==> src/sv/sbc_pkg.sv <==
package sbc_pkg;

   localparam int ACTION_W = 2;
   localparam int SECTOR_W = 24;
   localparam int SLOT_W   = 4;
   localparam int BLOCK_W  = 21;
   localparam int COUNT_W  = 8;
   localparam int BF_W     = 2;
   localparam int STAMP_W  = 32;
   localparam int LEN_MAX  = 255;

   localparam logic [ACTION_W-1:0] ACT_SINGLE = 2'd0;
   localparam logic [ACTION_W-1:0] ACT_CONTIG = 2'd1;
   localparam logic [ACTION_W-1:0] ACT_INVAL  = 2'd2;

   typedef struct packed {
      logic                hit;
      logic [SLOT_W-1:0]   slot;
      logic                read_issued;
      logic [BLOCK_W-1:0]  drive_block;
      logic [COUNT_W-1:0]  drive_count;
      logic                ok;
   } result_type;

   typedef struct packed {
      logic capture;
      logic decide;
      logic fill;
      logic load_out;
   } ctrl_cmd_type;

   typedef struct packed {
      logic req_lookup;
      logic scan_done;
      logic need_fill;
      logic fill_last;
      logic out_free;
   } ctrl_sts_type;

endpackage

==> src/sv/sbc_ifs.sv <==
interface sbc_req_if import sbc_pkg::*; ();
   logic                valid;
   logic                ready;
   logic [ACTION_W-1:0] action;
   logic [SECTOR_W-1:0] sector;
   logic [SECTOR_W-1:0] last_sector;
   logic                read_ok;

   modport source (output valid, action, sector, last_sector, read_ok, input ready);
   modport sink   (input valid, action, sector, last_sector, read_ok, output ready);
endinterface

interface sbc_rsp_if import sbc_pkg::*; ();
   logic               valid;
   logic               ready;
   logic               hit;
   logic [SLOT_W-1:0]  slot;
   logic               read_issued;
   logic [BLOCK_W-1:0] drive_block;
   logic [COUNT_W-1:0] drive_count;
   logic               ok;

   modport source (output valid, hit, slot, read_issued, drive_block, drive_count, ok,
                   input ready);
   modport sink   (input valid, hit, slot, read_issued, drive_block, drive_count, ok,
                   output ready);
endinterface

==> src/sv/sector_buffer_cache_lru.sv <==
// Tag store of a sector buffer cache with LRU replacement.
// req_ch carries one beat per request: action (single read, contiguous read,
// invalidate), sector, last_sector and read_ok, the outcome of the drive read
// that a miss causes. rsp_ch returns exactly one beat per request with hit,
// slot, read_issued, drive_block, drive_count and ok. csr_wr_en/csr_wr_data
// write the blocking factor; write it only while no request is in flight.
// A single read scans the standard slots; a contiguous read scans the file
// slots and, on a successful miss, then fills the file slots of its span;
// invalidate and unused codes skip the scan. One request is in work at a
// time; a new one is taken once the previous result has been loaded into
// the output register. Tags and use stamps sit in single-read RAMs that
// are walked one slot per cycle.
// Reset clears all valid bits, the use counter, the blocking factor and the
// output valid bit; there is no clearing pass. While the receiver stalls the
// result beat holds, and the next request finishes up to its result and then
// waits until the output register is free.
module sector_buffer_cache_lru import sbc_pkg::*; #(
   parameter int STD_SLOTS  = 8,
   parameter int FILE_SLOTS = 8
) (
   input logic            clock,
   input logic            reset,
   sbc_req_if.sink        req_ch,
   sbc_rsp_if.source      rsp_ch,
   input logic            csr_wr_en,
   input logic [BF_W-1:0] csr_wr_data
);

   ctrl_cmd_type cmd;
   ctrl_sts_type sts;
   result_type   rsp_data;

   sbc_ctrl u_ctrl (
      .clock     (clock),
      .reset     (reset),
      .req_valid (req_ch.valid),
      .req_ready (req_ch.ready),
      .sts       (sts),
      .cmd       (cmd)
   );

   sbc_datapath #(.STD_SLOTS(STD_SLOTS), .FILE_SLOTS(FILE_SLOTS)) u_datapath (
      .clock           (clock),
      .reset           (reset),
      .cmd             (cmd),
      .sts             (sts),
      .req_action      (req_ch.action),
      .req_sector      (req_ch.sector),
      .req_last_sector (req_ch.last_sector),
      .req_read_ok     (req_ch.read_ok),
      .csr_wr_en       (csr_wr_en),
      .csr_wr_data     (csr_wr_data),
      .rsp_valid       (rsp_ch.valid),
      .rsp_ready       (rsp_ch.ready),
      .rsp_data        (rsp_data)
   );

   assign rsp_ch.hit         = rsp_data.hit;
   assign rsp_ch.slot        = rsp_data.slot;
   assign rsp_ch.read_issued = rsp_data.read_issued;
   assign rsp_ch.drive_block = rsp_data.drive_block;
   assign rsp_ch.drive_count = rsp_data.drive_count;
   assign rsp_ch.ok          = rsp_data.ok;

endmodule

==> src/sv/sbc_ram.sv <==
module sbc_ram #(
   parameter int WIDTH = 8,
   parameter int DEPTH = 16,
   localparam int ADDR_W = (DEPTH > 1) ? $clog2(DEPTH) : 1
) (
   input  logic              clock,
   input  logic              wr_en,
   input  logic [ADDR_W-1:0] wr_addr,
   input  logic [WIDTH-1:0]  wr_data,
   input  logic [ADDR_W-1:0] rd_addr,
   output logic [WIDTH-1:0]  rd_data
);

   logic [WIDTH-1:0] mem_ff [DEPTH];
   logic [WIDTH-1:0] rd_data_ff;

   always_ff @(posedge clock) begin
      if (wr_en) begin
         mem_ff[wr_addr] <= wr_data;
      end
      rd_data_ff <= mem_ff[rd_addr];
   end

   assign rd_data = rd_data_ff;

endmodule

==> src/sv/sbc_ctrl.sv <==
module sbc_ctrl import sbc_pkg::*; (
   input  logic         clock,
   input  logic         reset,
   input  logic         req_valid,
   output logic         req_ready,
   input  ctrl_sts_type sts,
   output ctrl_cmd_type cmd
);

   typedef enum logic [4:0] {
      S_IDLE   = 5'b00001,
      S_SCAN   = 5'b00010,
      S_DECIDE = 5'b00100,
      S_FILL   = 5'b01000,
      S_DONE   = 5'b10000
   } state_type;

   state_type state_ff, state_in;

   always_comb begin
      state_in  = state_ff;
      cmd       = '0;
      req_ready = 1'b0;
      unique case (state_ff)
         S_IDLE: begin
            req_ready = 1'b1;
            if (req_valid) begin
               cmd.capture = 1'b1;
               state_in    = sts.req_lookup ? S_SCAN : S_DONE;
            end
         end
         S_SCAN: begin
            if (sts.scan_done) begin
               state_in = S_DECIDE;
            end
         end
         S_DECIDE: begin
            cmd.decide = 1'b1;
            state_in   = sts.need_fill ? S_FILL : S_DONE;
         end
         S_FILL: begin
            cmd.fill = 1'b1;
            if (sts.fill_last) begin
               state_in = S_DONE;
            end
         end
         S_DONE: begin
            if (sts.out_free) begin
               cmd.load_out = 1'b1;
               state_in     = S_IDLE;
            end
         end
         default: begin
            state_in = S_IDLE;
         end
      endcase
   end

   always_ff @(posedge clock) begin
      if (reset) begin
         state_ff <= S_IDLE;
      end else begin
         state_ff <= state_in;
      end
   end

endmodule

==> src/sv/sbc_datapath.sv <==
module sbc_datapath import sbc_pkg::*; #(
   parameter int STD_SLOTS  = 8,
   parameter int FILE_SLOTS = 8
) (
   input  logic                clock,
   input  logic                reset,
   input  ctrl_cmd_type        cmd,
   output ctrl_sts_type        sts,
   input  logic [ACTION_W-1:0] req_action,
   input  logic [SECTOR_W-1:0] req_sector,
   input  logic [SECTOR_W-1:0] req_last_sector,
   input  logic                req_read_ok,
   input  logic                csr_wr_en,
   input  logic [BF_W-1:0]     csr_wr_data,
   output logic                rsp_valid,
   input  logic                rsp_ready,
   output result_type          rsp_data
);

   localparam int TOTAL   = STD_SLOTS + FILE_SLOTS;
   localparam int IDX_W   = $clog2(TOTAL);
   localparam int LRU_AW  = (STD_SLOTS > 1) ? $clog2(STD_SLOTS) : 1;
   localparam int LEN_CAP = (FILE_SLOTS < LEN_MAX) ? FILE_SLOTS : LEN_MAX;

   logic [BF_W-1:0]     bf_ff, bf_in;
   logic [ACTION_W-1:0] act_ff, act_in;
   logic [SECTOR_W-1:0] sec_ff, sec_in;
   logic                rd_ok_ff, rd_ok_in;
   logic [COUNT_W-1:0]  len_ff, len_in;
   logic [STAMP_W-1:0]  use_ctr_ff, use_ctr_in;
   logic [TOTAL-1:0]    valid_ff, valid_in;
   logic                scan_on_ff, scan_on_in;
   logic [IDX_W-1:0]    scan_ptr_ff, scan_ptr_in;
   logic [IDX_W-1:0]    scan_last_ff, scan_last_in;
   logic                cmp_vld_ff, cmp_vld_in;
   logic [IDX_W-1:0]    cmp_idx_ff, cmp_idx_in;
   logic                found_ff, found_in;
   logic [IDX_W-1:0]    hit_idx_ff, hit_idx_in;
   logic                inval_found_ff, inval_found_in;
   logic [IDX_W-1:0]    inval_idx_ff, inval_idx_in;
   logic                min_have_ff, min_have_in;
   logic [IDX_W-1:0]    min_idx_ff, min_idx_in;
   logic [STAMP_W-1:0]  min_val_ff, min_val_in;
   logic [IDX_W-1:0]    fill_ptr_ff, fill_ptr_in;
   logic [SECTOR_W-1:0] fill_sec_ff, fill_sec_in;
   logic [COUNT_W-1:0]  fill_rem_ff, fill_rem_in;
   result_type          res_ff, res_in;
   logic                out_vld_ff, out_vld_in;
   result_type          out_ff, out_in;

   logic                tag_we;
   logic [IDX_W-1:0]    tag_waddr;
   logic [SECTOR_W-1:0] tag_wdata;
   logic [SECTOR_W-1:0] tag_rdata;
   logic                lru_we;
   logic [LRU_AW-1:0]   lru_waddr;
   logic [STAMP_W-1:0]  lru_rdata;

   logic [SECTOR_W-1:0] span_diff;
   logic [COUNT_W-1:0]  span_len;
   logic [SECTOR_W+2:0] block_wide;
   logic [BLOCK_W-1:0]  drive_block;
   logic [COUNT_W-1:0]  count_single;
   logic [COUNT_W-1:0]  count_contig;
   logic                cur_valid;
   logic                tag_match;
   logic [IDX_W-1:0]    victim_idx;

   sbc_ram #(.WIDTH(SECTOR_W), .DEPTH(TOTAL)) u_tag_ram (
      .clock   (clock),
      .wr_en   (tag_we),
      .wr_addr (tag_waddr),
      .wr_data (tag_wdata),
      .rd_addr (scan_ptr_ff),
      .rd_data (tag_rdata)
   );

   sbc_ram #(.WIDTH(STAMP_W), .DEPTH(STD_SLOTS)) u_lru_ram (
      .clock   (clock),
      .wr_en   (lru_we),
      .wr_addr (lru_waddr),
      .wr_data (use_ctr_ff),
      .rd_addr (scan_ptr_ff[LRU_AW-1:0]),
      .rd_data (lru_rdata)
   );

   // span length of a contiguous read, capped by the file slot count and LEN_MAX
   assign span_diff = req_last_sector - req_sector;
   always_comb begin
      if (req_last_sector <= req_sector) begin
         span_len = COUNT_W'(1);
      end else if (span_diff >= SECTOR_W'(LEN_CAP - 1)) begin
         span_len = COUNT_W'(LEN_CAP);
      end else begin
         span_len = span_diff[COUNT_W-1:0] + COUNT_W'(1);
      end
   end

   assign block_wide   = {3'b000, sec_ff} << bf_ff;
   assign drive_block  = block_wide[BLOCK_W-1:0];
   assign count_single = COUNT_W'(1) << bf_ff;
   assign count_contig = len_ff << bf_ff;

   assign cur_valid  = valid_ff[cmp_idx_ff];
   assign tag_match  = cur_valid && (tag_rdata == sec_ff);
   assign victim_idx = inval_found_ff ? inval_idx_ff : min_idx_ff;

   always_comb begin
      bf_in          = bf_ff;
      act_in         = act_ff;
      sec_in         = sec_ff;
      rd_ok_in       = rd_ok_ff;
      len_in         = len_ff;
      use_ctr_in     = use_ctr_ff;
      valid_in       = valid_ff;
      scan_on_in     = scan_on_ff;
      scan_ptr_in    = scan_ptr_ff;
      scan_last_in   = scan_last_ff;
      cmp_vld_in     = 1'b0;
      cmp_idx_in     = scan_ptr_ff;
      found_in       = found_ff;
      hit_idx_in     = hit_idx_ff;
      inval_found_in = inval_found_ff;
      inval_idx_in   = inval_idx_ff;
      min_have_in    = min_have_ff;
      min_idx_in     = min_idx_ff;
      min_val_in     = min_val_ff;
      fill_ptr_in    = fill_ptr_ff;
      fill_sec_in    = fill_sec_ff;
      fill_rem_in    = fill_rem_ff;
      res_in         = res_ff;
      out_vld_in     = out_vld_ff;
      out_in         = out_ff;
      tag_we         = 1'b0;
      tag_waddr      = victim_idx;
      tag_wdata      = sec_ff;
      lru_we         = 1'b0;
      lru_waddr      = victim_idx[LRU_AW-1:0];

      if (csr_wr_en) begin
         bf_in = csr_wr_data;
      end

      // one slot read issued per cycle, compared in the cycle after
      if (scan_on_ff) begin
         cmp_vld_in = 1'b1;
         if (scan_ptr_ff == scan_last_ff) begin
            scan_on_in = 1'b0;
         end else begin
            scan_ptr_in = scan_ptr_ff + IDX_W'(1);
         end
      end

      if (cmp_vld_ff) begin
         if (tag_match && !found_ff) begin
            found_in   = 1'b1;
            hit_idx_in = cmp_idx_ff;
         end
         if (!cur_valid && !inval_found_ff) begin
            inval_found_in = 1'b1;
            inval_idx_in   = cmp_idx_ff;
         end
         if (cur_valid && (!min_have_ff || (lru_rdata < min_val_ff))) begin
            min_have_in = 1'b1;
            min_idx_in  = cmp_idx_ff;
            min_val_in  = lru_rdata;
         end
      end

      if (cmd.capture) begin
         act_in         = req_action;
         sec_in         = req_sector;
         rd_ok_in       = req_read_ok;
         len_in         = span_len;
         found_in       = 1'b0;
         inval_found_in = 1'b0;
         min_have_in    = 1'b0;
         res_in         = '0;
         res_in.ok      = 1'b1;
         if (req_action == ACT_SINGLE) begin
            use_ctr_in   = use_ctr_ff + STAMP_W'(1);
            scan_on_in   = 1'b1;
            scan_ptr_in  = '0;
            scan_last_in = IDX_W'(STD_SLOTS - 1);
         end else if (req_action == ACT_CONTIG) begin
            scan_on_in   = 1'b1;
            scan_ptr_in  = IDX_W'(STD_SLOTS);
            scan_last_in = IDX_W'(TOTAL - 1);
         end else if (req_action == ACT_INVAL) begin
            valid_in = '0;
         end
      end

      if (cmd.decide) begin
         res_in = '0;
         if (found_ff) begin
            res_in.hit  = 1'b1;
            res_in.slot = SLOT_W'(hit_idx_ff);
            res_in.ok   = 1'b1;
            if (act_ff == ACT_SINGLE) begin
               lru_we    = 1'b1;
               lru_waddr = hit_idx_ff[LRU_AW-1:0];
            end
         end else begin
            res_in.read_issued = 1'b1;
            res_in.drive_block = drive_block;
            res_in.drive_count = (act_ff == ACT_SINGLE) ? count_single : count_contig;
            res_in.ok          = rd_ok_ff;
            if (!rd_ok_ff) begin
               valid_in = '0;
            end else if (act_ff == ACT_SINGLE) begin
               res_in.slot          = SLOT_W'(victim_idx);
               tag_we               = 1'b1;
               lru_we               = 1'b1;
               valid_in[victim_idx] = 1'b1;
            end else begin
               res_in.slot = SLOT_W'(STD_SLOTS);
               fill_ptr_in = IDX_W'(STD_SLOTS);
               fill_sec_in = sec_ff;
               fill_rem_in = len_ff;
            end
         end
      end

      if (cmd.fill) begin
         tag_we                = 1'b1;
         tag_waddr             = fill_ptr_ff;
         tag_wdata             = fill_sec_ff;
         valid_in[fill_ptr_ff] = 1'b1;
         fill_ptr_in           = fill_ptr_ff + IDX_W'(1);
         fill_sec_in           = fill_sec_ff + SECTOR_W'(1);
         fill_rem_in           = fill_rem_ff - COUNT_W'(1);
      end

      if (cmd.load_out) begin
         out_vld_in = 1'b1;
         out_in     = res_ff;
      end else if (rsp_ready) begin
         out_vld_in = 1'b0;
      end
   end

   always_ff @(posedge clock) begin
      if (reset) begin
         bf_ff      <= '0;
         use_ctr_ff <= '0;
         valid_ff   <= '0;
         scan_on_ff <= 1'b0;
         cmp_vld_ff <= 1'b0;
         out_vld_ff <= 1'b0;
      end else begin
         bf_ff      <= bf_in;
         use_ctr_ff <= use_ctr_in;
         valid_ff   <= valid_in;
         scan_on_ff <= scan_on_in;
         cmp_vld_ff <= cmp_vld_in;
         out_vld_ff <= out_vld_in;
      end
   end

   always_ff @(posedge clock) begin
      act_ff         <= act_in;
      sec_ff         <= sec_in;
      rd_ok_ff       <= rd_ok_in;
      len_ff         <= len_in;
      scan_ptr_ff    <= scan_ptr_in;
      scan_last_ff   <= scan_last_in;
      cmp_idx_ff     <= cmp_idx_in;
      found_ff       <= found_in;
      hit_idx_ff     <= hit_idx_in;
      inval_found_ff <= inval_found_in;
      inval_idx_ff   <= inval_idx_in;
      min_have_ff    <= min_have_in;
      min_idx_ff     <= min_idx_in;
      min_val_ff     <= min_val_in;
      fill_ptr_ff    <= fill_ptr_in;
      fill_sec_ff    <= fill_sec_in;
      fill_rem_ff    <= fill_rem_in;
      res_ff         <= res_in;
      out_ff         <= out_in;
   end

   assign sts.req_lookup = (req_action == ACT_SINGLE) || (req_action == ACT_CONTIG);
   assign sts.scan_done  = cmp_vld_ff && (cmp_idx_ff == scan_last_ff);
   assign sts.need_fill  = (act_ff == ACT_CONTIG) && !found_ff && rd_ok_ff;
   assign sts.fill_last  = (fill_rem_ff == COUNT_W'(1));
   assign sts.out_free   = !out_vld_ff || rsp_ready;

   assign rsp_valid = out_vld_ff;
   assign rsp_data  = out_ff;

`ifndef SYNTHESIS
   // a failed drive read leaves no slot valid
   assert property (@(posedge clock) disable iff (reset)
      (cmd.decide && !found_ff && !rd_ok_ff) |=> (valid_ff == '0))
      else $error("slots still valid after failed drive read");

   assert property (@(posedge clock) disable iff (reset)
      (out_vld_ff && out_ff.hit) |-> (!out_ff.read_issued && out_ff.ok))
      else $error("hit beat reports a drive read");

   // fills never start below the first file slot and never run past the span
   assert property (@(posedge clock) disable iff (reset)
      cmd.fill |-> ((fill_ptr_ff >= IDX_W'(STD_SLOTS)) && (fill_rem_ff != '0)))
      else $error("fill outside file slots");

   assert property (@(posedge clock) disable iff (reset)
      scan_on_ff |-> (scan_ptr_ff <= scan_last_ff))
      else $error("scan pointer past end of range");
`endif

endmodule

==> src/flat_wrapper.sv <==
// flat-port wrapper written by rule: the top's interface ports become plain ports
module sector_buffer_cache_lru_flat import sbc_pkg::*;
#(
   parameter int STD_SLOTS  = 8,
   parameter int FILE_SLOTS = 8
)
  (clock, reset, csr_wr_en, csr_wr_data, req_ch_valid, req_ch_action, req_ch_sector, req_ch_last_sector, req_ch_read_ok, req_ch_ready, rsp_ch_valid, rsp_ch_hit, rsp_ch_slot, rsp_ch_read_issued, rsp_ch_drive_block, rsp_ch_drive_count, rsp_ch_ok, rsp_ch_ready);
  sbc_req_if req_ch_i ();
  sbc_rsp_if rsp_ch_i ();
  input logic clock;
  input logic reset;
  input logic csr_wr_en;
  input logic [BF_W-1:0] csr_wr_data;
  input wire logic [$bits(req_ch_i.valid)-1:0] req_ch_valid;
  input wire logic [$bits(req_ch_i.action)-1:0] req_ch_action;
  input wire logic [$bits(req_ch_i.sector)-1:0] req_ch_sector;
  input wire logic [$bits(req_ch_i.last_sector)-1:0] req_ch_last_sector;
  input wire logic [$bits(req_ch_i.read_ok)-1:0] req_ch_read_ok;
  output wire logic [$bits(req_ch_i.ready)-1:0] req_ch_ready;
  output wire logic [$bits(rsp_ch_i.valid)-1:0] rsp_ch_valid;
  output wire logic [$bits(rsp_ch_i.hit)-1:0] rsp_ch_hit;
  output wire logic [$bits(rsp_ch_i.slot)-1:0] rsp_ch_slot;
  output wire logic [$bits(rsp_ch_i.read_issued)-1:0] rsp_ch_read_issued;
  output wire logic [$bits(rsp_ch_i.drive_block)-1:0] rsp_ch_drive_block;
  output wire logic [$bits(rsp_ch_i.drive_count)-1:0] rsp_ch_drive_count;
  output wire logic [$bits(rsp_ch_i.ok)-1:0] rsp_ch_ok;
  input wire logic [$bits(rsp_ch_i.ready)-1:0] rsp_ch_ready;
  assign req_ch_i.valid = req_ch_valid;
  assign req_ch_i.action = req_ch_action;
  assign req_ch_i.sector = req_ch_sector;
  assign req_ch_i.last_sector = req_ch_last_sector;
  assign req_ch_i.read_ok = req_ch_read_ok;
  assign req_ch_ready = req_ch_i.ready;
  assign rsp_ch_valid = rsp_ch_i.valid;
  assign rsp_ch_hit = rsp_ch_i.hit;
  assign rsp_ch_slot = rsp_ch_i.slot;
  assign rsp_ch_read_issued = rsp_ch_i.read_issued;
  assign rsp_ch_drive_block = rsp_ch_i.drive_block;
  assign rsp_ch_drive_count = rsp_ch_i.drive_count;
  assign rsp_ch_ok = rsp_ch_i.ok;
  assign rsp_ch_i.ready = rsp_ch_ready;
  sector_buffer_cache_lru #(.STD_SLOTS(STD_SLOTS), .FILE_SLOTS(FILE_SLOTS)) u_core (.clock(clock), .reset(reset), .req_ch(req_ch_i), .rsp_ch(rsp_ch_i), .csr_wr_en(csr_wr_en), .csr_wr_data(csr_wr_data));
endmodule
==> config.mk <==
export PLATFORM = sky130hd
export DESIGN_NAME = sector_buffer_cache_lru_flat
export DESIGN_NICKNAME = d
export VERILOG_FILES = /design/src/sv/sbc_pkg.sv /design/src/sv/sbc_ifs.sv /design/src/sv/sector_buffer_cache_lru.sv /design/src/sv/sbc_ram.sv /design/src/sv/sbc_ctrl.sv /design/src/sv/sbc_datapath.sv /design/src/flat_wrapper.sv
export SDC_FILE = /design/constraint.sdc
export NUM_CORES = 1
export LEC_CHECK = 0
export BUFFER_PORTS_ARGS = -buffer_cell sky130_fd_sc_hd__buf_2
export CORE_MARGIN = 10
export CORE_UTILIZATION = 50
export CTS_CLUSTER_DIAMETER = 30
export DETAILED_ROUTE_END_ITERATION = 10
export PLACE_DENSITY_LB_ADDON = 0.12
export REMOVE_ABC_BUFFERS = 1
export SYNTH_ARGS = -nofsm -noshare
export SYNTH_HDL_FRONTEND = slang
export SYNTH_SLANG_ARGS = --single-unit
export TNS_END_PERCENT = 10
==> constraint.sdc <==
create_clock -name clock -period 9.1 [get_ports clock]
set_clock_uncertainty 0.05 [all_clocks]
set_input_delay 0.455 -clock clock [delete_from_list [all_inputs] [get_ports clock]]
set_output_delay 0.455 -clock clock [all_outputs]
set_load 0.01 [all_outputs]
# Word level (Yosys, flattened, before mapping)
# Memory sizes are Yosys's and may differ from the RTL's. A register that Yosys moved wholly into a read port is not among the register bits.
# Index checks and enable logic that the tools add are counted.
dict set report totals {
  ramBits 640
  latch_bits 0
  output_inout_bits 38
  mem_bits_ro 0
  mem_count 2
  register_bits 257
  in_bits 58
}
dict set report op_classes {
  order_cmp 8
  shift 3
  n_reduce_logical 32
  n_mux 85
  n_div 0
  addsub 7
  n_bitwise 2
  eq_ne 18
  n_mul 0
}
# name words width rd rd_clocked_by_memory_dff write_ports line_no
set mem_list {}
lappend mem_list {u_core.u_datapath.u_tag_ram.mem_ff 16 24 1 1 1 sbc_ram.sv:14} ;# logic [WIDTH-1:0] mem_ff [DEPTH];
lappend mem_list {u_core.u_datapath.u_lru_ram.mem_ff 8 32 1 1 1 sbc_ram.sv:14}
# operator count
set ops {}
lappend ops {{16-bit two-way mux} 9}
lappend ops {{24-bit two-way mux} 6}
lappend ops {{36-bit two-way mux} 2}
lappend ops {{4-bit two-way mux} 17}
lappend ops {{8-bit two-way mux} 6}
lappend ops {{32-bit by 1-bit adder with 32-bit output (second input constant)} 1}
lappend ops {{32-bit < comparator} 1}
lappend ops {{16-bit bitwise OR} 2}
lappend ops {{1-bit two-way mux} 31}
lappend ops {{30-bit two-way mux} 1}
lappend ops {{5-bit two-way mux} 6}
lappend ops {{5-bit one-hot mux with 5 select lines} 1}
lappend ops {{24-bit by 1-bit adder with 24-bit output (second input constant)} 1}
lappend ops {{24-bit == test} 1}
lappend ops {{24-bit by 3-bit >= comparator with 1-bit output (second input constant)} 1}
lappend ops {{24-bit less-or-equal comparator} 1}
lappend ops {{24-bit by 2-bit << shifter with 21-bit output} 1}
lappend ops {{24-bit subtractor} 1}
lappend ops {{4-bit by 5-bit < comparator with 1-bit output (second input constant)} 3}
lappend ops {{2-bit by 1-bit inequality test with 1-bit output (second input constant)} 5}
lappend ops {{2-bit AND reduction} 5}
lappend ops {{2-bit nonzero test} 5}
lappend ops {{1-bit logical AND} 9}
lappend ops {{3-bit two-way mux} 3}
lappend ops {{other kinds (23)} 36}

# Longest topological paths before layout
dict set report logic_depth {
  word_depth 12
  mapped_depth 13
  mapped_depth_nobuf 13
}

# By module
# Synthesis repeated with hierarchy kept, for this count alone.
dict set report hier_totals {
  hier_cells 2279
  hier_area_um2 39066.2
}
# mod cells_per_inst n_inst area_per_inst_um2
set by_module_without_submodules {}
lappend by_module_without_submodules {{sbc_ram (u_core.u_datapath.u_tag_ram)} 636 1 14930.6}
lappend by_module_without_submodules {sbc_datapath 1188 1 13329.0}
lappend by_module_without_submodules {{sbc_ram (u_core.u_datapath.u_lru_ram)} 415 1 10466.3}
lappend by_module_without_submodules {sbc_ctrl 40 1 340.3}

# Least setup slack after synthesis
# No wires, ideal clock.
dict set report synth_path {
  kind {register to register}
  from {reg u_core.u_ctrl.state_ff[4]}
  to {mem u_core.u_datapath.u_lru_ram.mem_ff[2][0] (netlist bit), enable pin}
  arrival_time_ns 3.989
  stages_incl_launch_ff 8
  period_less_slack_ns 4.507
  slack_ns 4.593
  path_cell_list {dfxtp_1 > buf_6 > nor3_1 > nand3b_1 > nor2_1 > nand2_1 > o21ai_0 > nor3b_1}
}
dict set report synth_between {
  elab_chain_cells 5
  elab_cells_between_ends 6
  cone_classes {eq/ne (1); mux (5)}
}
# element line_no
set synth_rtl {}
lappend synth_rtl {{from (decl)} sbc_ctrl.sv:18} ;# state_type state_ff, state_in;
lappend synth_rtl {{from (signal assigned)} sbc_ctrl.sv:63} ;# state_ff <= state_in;
lappend synth_rtl {{5-bit by 3-bit == test with 1-bit output *} sbc_ctrl.sv:24} ;# unique case (state_ff)
lappend synth_rtl {{1-bit two-way mux *} sbc_ctrl.sv:24}
lappend synth_rtl {{1-bit two-way mux} sbc_datapath.sv:194} ;# if (cmd.decide) begin
lappend synth_rtl {{1-bit two-way mux} sbc_ram.sv:18} ;# if (wr_en) begin
lappend synth_rtl {{1-bit two-way mux (implied by the code)} sbc_ram.sv:19} ;# mem_ff[wr_addr] <= wr_data;
lappend synth_rtl {{to (decl)} sbc_ram.sv:14}
# Mark *: on every way between the ends. The rest lies on a longest branch, timed or not.

# Final worst setup path
dict set report layout_path {
  from {reg u_core.u_ctrl.state_ff[4]}
  to {mem u_core.u_datapath.u_lru_ram.mem_ff[0][12] (netlist bit), enable pin}
}
# Same word-level chain as after synthesis.

==> impl_metrics.yaml <==
placement:
  hpwl_um: 51100
  routabilityCongestion: 0.880
  place_ws_ns: 5.19
  numPortBuffers: 95
sta:
  setup_tns_ns: 0
  slew-limit-headroom: 0.204
  hold_violations: 0
  whs_ns: 0.0916
  finalCritPeriodShare: 0.436
  setup_viol: 0
  layout_min_cycle_time_ns: 3.97
  max_freq_ghz: 0.252
  worst_slack_ns: 5.13
  tightest_slew_ns: 1.19
  rsz0062_at_grt: "false"
  slew_violations: 0
route:
  drt_iter0_drc: 1667
  avgViaCountPerCell: 5.72
  drc: 0
  first_pass_iters: 5
  postRouteAntennaNets: 0
  vias: 21300
  avgRoutedWirePerCell_um: 23.9
  route.final.wire_length_um: 88800
worst_setup_path:
  crit_path_max_fanout: 32
  crit_buf_inv: 0
  worstPathCellList: "nor3_1 -> nand3b_1 -> nor2_1 -> nand2_1 -> o21ai_1 -> nand3_1 -> nor2b_4"
  crit_family: "simple AND/OR/NAND/NOR gates"
  crit_slowest_cell: "nor2b_4"
  crit_required_ns: 9.37
  max_stage_delay_ns: 1.00
  crit_path_start_kind: "flop"
  critPathCaptureType: "flop"
  crit_arrival_ns: 4.24
  path_class: "reg -> reg"
yosys:
  synth_compound_area_frac: 0.0392
  ys.flop_type: "edfxtp_1"
  synth_top_family_by_area: "multiplexers"
  synth_area_mm2: 0.0389
  synth_area_leaders: "edfxtp_1 (64%), mux4_2 (12%), dfxtp_1 (6.4%)"
  yosysWarningCount: 0
  synth_commonest_cells: "edfxtp_1 (828), mux4_2 (206), nand2_1 (151)"
  syn_avg_cell_area_um2: 16.9
  synth_mux_area_frac: 0.134
  yosysUniqueCellTypes: 80
  synthSimpleGateAreaFrac: 0.0615
  synth_top_area_share: 0.640
  synth_xor_area_frac: 0.0212
  synth_seq_area_share: 0.704
  synth-adder-area-share: 0.0214
  synthMostInstantiatedCell: "edfxtp_1"
  synth_edf_count: 828
  synthArstFlopShare: 0
  synth_seq_cells: 953
  postSynthCellCount: 2294
  synth_top_area_cell: "edfxtp_1"
final_layout:
  drive_gt1_frac: 0.260
  areaGrowthSynthToFinish_pct: 20.4
  nets: 2656
  fillers: 5655
  register_area_mm2: 0.0274
  n_antenna_cell: 0
  final_core_util: 0.606
  multi_input_area_mm2: 0.0109
floorplanning:
  io_pins: 96
  start_util: 0.503
  fp.dieH_um: 299
  core_mm2: 0.0772
  rows: 102
  dieArea_mm2: 0.0893
  die_w_um: 299
grt:
  overflow: 0
  grt_start_max_net_pins: 100
  grt_pass1_vias: 22200
  gr-usage-all-layers: 0.200
  grt_pass1_wl_um: 136000
  antenna_found_initial: 1
cts:
  post_cts_buffers: 0
  clk_pin_slew_ns: 0.05
  h-tree-depth: 4
  clock_sinks: 953
  clockBufferDepth: 3
  root_buffer: "clkbuf_16"
  numCtsBuffers: 166
  worstSkewPairLatency_ns: 0.73
  cts_tree: "built"
pwr:
  leakagePower_nw: 16.5
  powerDensity_mw_per_mm2: 274
  ir_drop_mv: 0.226
run:
  drv_cap: 0
run_status:
  status: "finished, final reports clean"
worst_hold_path:
  hp-class: "in -> reg"
-- worst reg2reg max path: stages (launching register included) --
cell and delay, ns:
dfxtp_1 0.38, nor3_1 0.33, nand3b_1 0.22, nor2_1 0.36
nand2_1 0.19, o21ai_1 0.68, nand3_1 0.34, nor2b_4 1.00
-- worst paths after layout --
| check | from | to | slack, ns | cells past startpoint |
|---|---|---|---|---|
| worst min register to register | u_core.u_datapath.res_ff[34] | u_core.u_datapath.rsp_data[34] | 0.36 | 0 |
| worst max-delay path | u_core.u_ctrl.state_ff[4] | u_core.u_datapath.u_lru_ram.mem_ff[0][12] | 5.13 | 7 |
| worst max register to register | u_core.u_ctrl.state_ff[4] | u_core.u_datapath.u_lru_ram.mem_ff[0][12] | 5.13 | 7 |
| worst min-delay path | req_ch_valid | u_core.u_datapath.cmp_idx_in[3] | 0.09 | 3 |
-- cell families (layout without fill, tap and decap cells) --
logic type	Yosys count	in the layout
buffers and inverters	189	570
adder cells (fa/ha/maj)	66	66
AND/OR/NAND/NOR	487	487
XOR/XNOR	94	94
flip-flops	953	953
other	1	4
multiplexers	257	257
AO/OA/AOI/OAI	247	247
-- area by class of cell --
| class | count | area share |
|---|---|---|
| Tap cell | 1040 | 0.0278 |
| Sequential cell | 953 | 0.585 |
| Clock inverter | 118 | 0.0309 |
| Clock buffer | 196 | 0.0929 |
| Multi-Input combinational cell | 1155 | 0.233 |
| Inverter | 91 | 0.00730 |
| Timing Repair Buffer | 165 | 0.0233 |
-- per-layer routing --
layer	global-route usage	vias to the layer above	routed length (µm)
li1	-	9565	-
met1	0.252	10900	35800
met2	0.343	637	46100
met3	0.0354	147	4660
met4	0.0754	0	2330
met5	0	-	0
-- repair_timing --
item                      in CTS  in global routing
hold buffers                  31                  0
resized for setup              0                  0
hold endpoints to repair      29                  0
-- sequential cells by signal, summed over array words and instances (netlist names), 4 cells and up --
name / flops
u_core.u_datapath.rsp_data: 36
u_core.u_datapath.valid_ff: 16
u_core.u_datapath.u_tag_ram.rd_data: 24
u_core.u_datapath.cmp_idx_ff: 4
u_core.u_datapath.u_lru_ram.mem_ff: 256
u_core.u_datapath.fill_ptr_ff: 4
u_core.u_datapath.use_ctr_ff: 32
u_core.u_datapath.len_ff: 8
u_core.u_datapath.min_idx_ff: 4
u_core.u_datapath.cmp_idx_in: 4
u_core.u_datapath.u_tag_ram.mem_ff: 384
u_core.u_datapath.fill_sec_ff: 24
u_core.u_datapath.min_val_ff: 32
u_core.u_datapath.res_ff: 36
u_core.u_datapath.inval_idx_ff: 4
u_core.u_ctrl.state_ff: 5
u_core.u_datapath.fill_rem_ff: 8
u_core.u_datapath.u_lru_ram.rd_data: 32
u_core.u_datapath.sec_ff: 24
u_core.u_datapath.hit_idx_ff: 4
-- power breakdown --
group / switching [mW] / internal, mW / leakage (nW)
logic: 0.685 / 0.700 / 4.55
registers: 0.234 / 4.96 / 9.18
clock network: 2.17 / 4.06 / 2.78
total: 3.09 / 9.72 / 16.5
-- per-stage QoR --
| stage | cells | power, mW | cell area (µm²) |
|---|---|---|---|
| final | 3718 | 12.8 | 46800 |
| after global routing | 3718 | 13.3 | 46800 |
| after CTS | 3718 | 12.9 | 46800 |
| after detailed placement | 3373 | 6.67 | 40700 |
| after global placement | 3373 | 6.67 | 40700 |
| after floorplan | 2199 | 6.40 | 38500 |
-- cell usage in the layout, fill, tap and decap left out, drive strengths merged, types with 54 or more instances in the layout --
cell	instances
edfxtp	828
mux4	206
clkbuf	196
nand2	151
buf	134
dfxtp	125
nor2	117
inv	105
o21ai	78
a21oi	70
clkinv	67
ha	65
xnor2	54
Note: power is estimated with default switching activity, not from simulation.
